[src/rtl/dit_pkg.sv]
`timescale 1ns / 1ps
// ----------------------------------------------------------------------------
// Intern table package
// Shared types, codes and constants of the intern table core.
// ----------------------------------------------------------------------------
package dit_pkg;

   // Default number of table entries.
   localparam int DEF_ENTRIES = 256;

   // Field widths.
   localparam int CAP_W      = 9;
   localparam int KIND_W     = 2;
   localparam int ID_W       = 32;
   localparam int KEY_W      = KIND_W + ID_W;
   localparam int INDEX_W    = 8;
   localparam int TOTAL_W    = 32;

   // Configuration port.
   localparam int CSR_ADDR_W = 3;
   localparam int CSR_DATA_W = 32;
   localparam logic [CAP_W-1:0] CAP_RESET = 9'd256;

   // Register indexes (word address bits of paddr).
   typedef enum logic [0:0] {
      CSR_IDX_CAPACITY = 1'b0
   } csr_idx_type;

   // Operation codes.
   typedef enum logic [1:0] {
      OP_CLEAR  = 2'd0,
      OP_INTERN = 2'd1,
      OP_LOOKUP = 2'd2,
      OP_READ   = 2'd3
   } op_type;

   // Result status codes.
   typedef enum logic [1:0] {
      ST_OK     = 2'd0,
      ST_REJECT = 2'd1,
      ST_FULL   = 2'd2
   } status_type;

   // Controller states.
   typedef enum logic [1:0] {
      S_IDLE,
      S_EXEC,
      S_SCAN,
      S_READ
   } state_type;

   // One command.
   typedef struct packed {
      op_type              op;
      logic                precheck_ok;
      logic [KIND_W-1:0]   kind;
      logic [ID_W-1:0]     object_id;
      logic [ID_W-1:0]     support_id;
      logic [INDEX_W-1:0]  index;
   } req_type;

   // One result.
   typedef struct packed {
      status_type          status;
      logic                found;
      logic [INDEX_W-1:0]  entry_index;
      logic [KIND_W-1:0]   entry_kind;
      logic [ID_W-1:0]     entry_object_id;
      logic [ID_W-1:0]     entry_support_id;
      logic [TOTAL_W-1:0]  request_total;
      logic [TOTAL_W-1:0]  hit_total;
   } rsp_type;

   // Address width of a memory of the given depth (at least one bit).
   function automatic int addr_width(input int depth);
      int w;
      w = (depth > 1) ? $clog2(depth) : 1;
      return w;
   endfunction

endpackage

[src/rtl/dit_csr.sv]
`timescale 1ns / 1ps
// ----------------------------------------------------------------------------
// Intern table register block
// APB-style access to the capacity register.
// ----------------------------------------------------------------------------
module dit_csr (
   input  logic                              clock,
   input  logic                              reset,
   input  logic                              psel,
   input  logic                              penable,
   input  logic                              pwrite,
   input  logic [dit_pkg::CSR_ADDR_W-1:0]    paddr,
   input  logic [dit_pkg::CSR_DATA_W-1:0]    pwdata,
   output logic [dit_pkg::CSR_DATA_W-1:0]    prdata,
   output logic                              pready,
   output logic [dit_pkg::CAP_W-1:0]         capacity
);
   import dit_pkg::*;

   logic [CAP_W-1:0] capacity_ff;
   logic [CAP_W-1:0] capacity_in;
   logic             wr_hit;
   logic             sel_cap;

   // Register decode: the word address is the upper address bit.
   assign sel_cap = (paddr[CSR_ADDR_W-1] == CSR_IDX_CAPACITY);
   assign wr_hit  = psel && penable && pwrite && sel_cap;

   // Capacity takes the low bits of a completed write transfer.
   always_comb begin
      capacity_in = capacity_ff;
      if (wr_hit) begin
         capacity_in = pwdata[CAP_W-1:0];
      end
   end

   always_ff @(posedge clock) begin
      if (reset) begin
         capacity_ff <= CAP_RESET;
      end else begin
         capacity_ff <= capacity_in;
      end
   end

   // Read data and a ready that never waits.
   assign prdata   = sel_cap ? CSR_DATA_W'(capacity_ff) : '0;
   assign pready   = 1'b1;
   assign capacity = capacity_ff;

endmodule

[config.mk]
export PLATFORM = sky130hd
export DESIGN_NAME = dit_csr
export DESIGN_NICKNAME = d
export VERILOG_FILES = /design/src/rtl/dit_pkg.sv /design/src/rtl/dit_csr.sv
export SDC_FILE = /design/constraint.sdc
export NUM_CORES = 1
export LEC_CHECK = 0
export ABC_AREA = 1
export BUFFER_PORTS_ARGS = -buffer_cell sky130_fd_sc_hd__buf_2
export CAP_MARGIN = 0
export CORE_ASPECT_RATIO = 0.7
export CORE_MARGIN = 1
export CORE_UTILIZATION = 33
export DETAILED_ROUTE_END_ITERATION = 6
export GPL_TIMING_DRIVEN = 0
export PLACE_DENSITY = 0.82
export SLEW_MARGIN = 10
export SYNTH_ARGS = -nofsm -noshare
export SYNTH_HDL_FRONTEND = slang
export SYNTH_SLANG_ARGS = --single-unit
[constraint.sdc]
create_clock -name clock -period 0.8 [get_ports clock]
set_input_delay 0.2 -clock clock [delete_from_list [all_inputs] [get_ports clock]]
set_output_delay 0.2 -clock clock [all_outputs]
set_load 0.02 [all_outputs]
==> results.md <==
- The mapped netlist covers 719 sq um.
- The fraction of the mapped netlist area in simple logic gates is 0.320.
- The area growth from synthesis to layout is 66.3%.
- The power spent charging and discharging nets is 0.455 mW.
- Yosys mapped a number of flops with a built-in enable equal to 0.
- The floorplan has 13 rows.
- The min-delay analysis places its worst path in the category input pin to flop.
- The largest total area in the synthesized netlist belongs to sky130_fd_sc_hd__dfxtp_1.
- The count of final hold-check violations was 0.
- Of the cells placed in the final design, the portion with a size suffix greater than 1 is 0.579.
- The fraction of synthesized area in multiplexers is 0.
- The clock tree from TritonCTS is built.
- The final instance area is 0.00120 sq mm.
- The final clock period utilization by the worst path is 1.32.
- The area of the core region is 0.00195 sq mm.
- The first routing iteration left 30 violations.
- During I/O placement, the number of pins put on the boundary was 82.
- The synthesized instance count is 105.
- The clock tree root buffer cell is sky130_fd_sc_hd__clkbuf_4.
- Counting tap cells, the placed design contains a total of 181 instances.
- The share of total power dissipated in the clock network is 0.270.
- The floorplan step set the die width to 57.8 um.
- In this run the deepest clock path goes through 2 buffers.
- The congestion estimate from routability-driven global placement came to 0.731.
- The flip-flop and latch count after synthesis is 9.
- The share of the synthesized netlist area taken by xor and xnor gates is 0.
- The first global-routing pass estimated 2440 um of wire.
- The largest single stage delay on the critical path is 0.35 ns.
- Ranked by total cell area, the synthesized netlist is headed by sky130_fd_sc_hd__dfxtp_1 (25%), sky130_fd_sc_hd__buf_4 (25%), sky130_fd_sc_hd__nor2_1 (13%).
- The post-detailed-route wirelength per cell is 8.95 um.
- The routed design has 1660 um of wire.
- Setup violations remaining at the end of the flow were counted as 18.
- The kind of cell adding the most delay to the critical path is flip-flops.
- The critical path in this run is classified as flop to output pin.
- The overall track demand over capacity in global routing is 0.148.
- The detailed-route via count is 735.
- For this run, the share of the core covered by cells in the final layout is 0.613.
- In the routed layout, each cell is associated on average with a via count of 3.95.
- Buffers placed on the I/O ports in this run total 32.
- Summed over all nets, the half-perimeter wirelength after detailed placement is 1270 um.
- Traced cell by cell, the critical path runs through inv_2 > nor2_4 > buf_6.
- During synthesis, Yosys emitted a total of 0 warnings.
- In this run the number of H-tree levels came out at 1.
- The worst path buffer plus inverter count is 2.
- Across the routed clock network, the largest skew measured is 0 ns.
- On the critical path, the stage with the largest delay is an instance of sky130_fd_sc_hd__dfxtp_2.
- The cell internal power dissipation is 0.870 mW.
- The final number of max-transition violations is 0.
- Among all flip-flop cells after synthesis, the most frequent one is sky130_fd_sc_hd__dfxtp_1.
- The power per cell area is 1110 mW/mm^2.
- For the worst-skew pair, the clock arrives at the later sink with an insertion delay of 0.26 ns.
- The part of the total power dissipated in sequential elements is 0.364.
- Summing all placed instances gives a cell area of 0.00107 sq mm.
- The number of nets at the end of the flow is 205.
- Along the worst path, the maximum fanout reaches 3.
- The number of distinct library cell variants in the gate-level netlist after synthesis is 14.
- The checks that failed: design-rule violations, negative setup slack.
- After layout, the minimum clock period comes to 1.06 ns.
- After filler insertion, the fill cell instance count of the layout stands at 190.
- The max-cap check violation count is 0.
- For this configuration, the core starts out at a cell density of 0.369.
- The area share of the leading cell type in the synthesized netlist is 0.250.
- The setup slack after layout is -0.256 ns.
- The die area is 0.00237 sq mm.
- Based on the critical path, the design can be clocked at up to 947 MHz.
- For this run, the number of standard cells in the final layout without fillers is 186.
- The run finished, with violations left.
- STA classifies the critical path endpoint as an output pin.
- The share of total power dissipated in combinational logic is 0.366.
- The leakage power total is 0.674 nW.
- VDD sags by at most 0.000585 V.
- In the synthesized netlist, the cells that appear most often are sky130_fd_sc_hd__nor2_1 (25), sky130_fd_sc_hd__buf_4 (24), sky130_fd_sc_hd__inv_1 (19).
- For the worst setup path, the data required time is 0.60 ns.
- The register with the most flip-flops in the layout has 9 of them.
- Counting flops with an async set or reset pin after synthesis yields a share of 0.
- The arrival time at the worst endpoint is 0.86 ns.
- The first-pass iteration count of the detailed router is 6.
- For this run, design rule violations remaining after detail routing come to 5.
- The number of global-route vias before repair is 608.
- Setup repair after global routing could not meet its margin everywhere.
- In this run the remaining antenna-violating nets after routing total 0.
- For this run the aggregate overflow at the end of global routing stands at 0.
- The number of antenna diodes in the final layout is 0.
- The synthesized area per cell is 6.85 sq um.
- Clock-pin slew was measured on the worst setup and hold paths at 0.07 ns.
- Clock tree synthesis inserted a total of 3 buffers.
- Clock tree synthesis found a total of 9 sinks.
- The largest net degree at the start of global routing is 11.
- Of the total power, the share spent switching nets is 0.343.
- The category of the worst setup path launch point is a flop.
- For this run, the register share of the synthesized area comes to 0.250.
- By instance count, the leading cell after synthesis is sky130_fd_sc_hd__nor2_1.
- The height of the die is 41.1 um.
- The synthesized-area fraction occupied by ao, oa, aoi and oai cells came to 0.00696.
- The initial antenna violation count was 0.
- The share of synthesized cell area in full adder, half adder and majority cells is 0.
- The dominant combinational cell family by area after synthesis is buffers and inverters.
[cells in the final DEF (no fill, tap or decap), types with 2 or more instances in the layout]
cell                       synthesis  final
sky130_fd_sc_hd__inv_2             1     10
sky130_fd_sc_hd__nor2_8            2      2
sky130_fd_sc_hd__buf_4            24     30
sky130_fd_sc_hd__buf_6             1     14
sky130_fd_sc_hd__inv_1            19     10
sky130_fd_sc_hd__nor2_4            0      9
sky130_fd_sc_hd__dfxtp_2           0      9
sky130_fd_sc_hd__buf_2             0     14
sky130_fd_sc_hd__nand2_1           9      9
sky130_fd_sc_hd__conb_1            2     24
sky130_fd_sc_hd__nand2_2           2      2
sky130_fd_sc_hd__clkbuf_4          0      3
sky130_fd_sc_hd__nand3_1           8      8
sky130_fd_sc_hd__nor2_1           25     16
[cells by family (layout without fill, tap and decap cells)]
kind of cell / count (synthesis) / count (layout)
compound gates: 1 / 1
buf+inv: 46 / 83
flops: 9 / 9
other cells: 2 / 24
simple gates: 47 / 47
[worst register-to-register path, delay by kind of cell, from the launching register on]
family / cells / cell delay, ns
buf+inv: 1 / 0.13
flops: 1 / 0.32
simple gates: 2 / 0.15
[layout make-up]
cell class                 instances  area, sq um  area share
tap                               22         27.5      0.0230
sequential                         9          191       0.160
clock buffer                       4         26.3      0.0220
inverter                          21          105      0.0879
timing repair buffer              33          262       0.219
multi-input combinational         72          393       0.328
buffer                            25          191       0.160
[worst paths after layout]
path	startpoint	to	slack [ns]	cells after the start
max	capacity[0]$_SDFFE_PP0P_	prdata[0]	-0.26	3
min	pwdata[8]	capacity[8]$_SDFFE_PP1P_	0.17	3
max reg2reg	capacity[5]$_SDFFE_PP0P_	capacity[5]$_SDFFE_PP0P_	0.09	3
min reg2reg	capacity[4]$_SDFFE_PP0P_	capacity[4]$_SDFFE_PP0P_	0.50	2
[metrics by stage]
| stage | power, mW | setup TNS [ns] | hold slack [ns] | worst slack [ns] |
|---|---|---|---|---|
| floorplan | 0.852 | 0 | 0.326 | 0.00717 |
| global placement | 0.927 | -2.58 | 0.416 | -0.163 |
| detailed placement | 0.935 | -2.93 | 0.432 | -0.185 |
| CTS | 1.33 | -3.64 | 0.160 | -0.248 |
| global route | 1.41 | -4.28 | 0.179 | -0.294 |
| finish | 1.33 | -3.51 | 0.172 | -0.256 |
[power by group through the flow]
stage          registers (mW)  clock network [mW]  logic, mW
6_report                0.482               0.358      0.486
5_1_grt                 0.484               0.400      0.523
4_1_cts                 0.481               0.373      0.471
3_5_place_dp            0.488                   0      0.447
3_3_place_gp            0.487                   0      0.440
2_1_floorplan           0.507                   0      0.346
[metal layers]
layer,share of wire,up-vias,global-route usage,wire [um]
met4,0,0,0.0179,0
met1,0.38,322,0.139,637
met5,0,-,0,0
met2,0.54,35,0.325,901
li1,-,378,-,-
met3,0.075,0,0.0568,125
[what timing repair did]
action	in CTS	in global routing
gates resized for setup	34	6
hold buffers	0	0
buffers inserted	0	1
endpoints found under the setup margin	18	18
gates cloned	0	0
pin swaps	0	1
No activity file was read; power rests on OpenSTA's default activity.
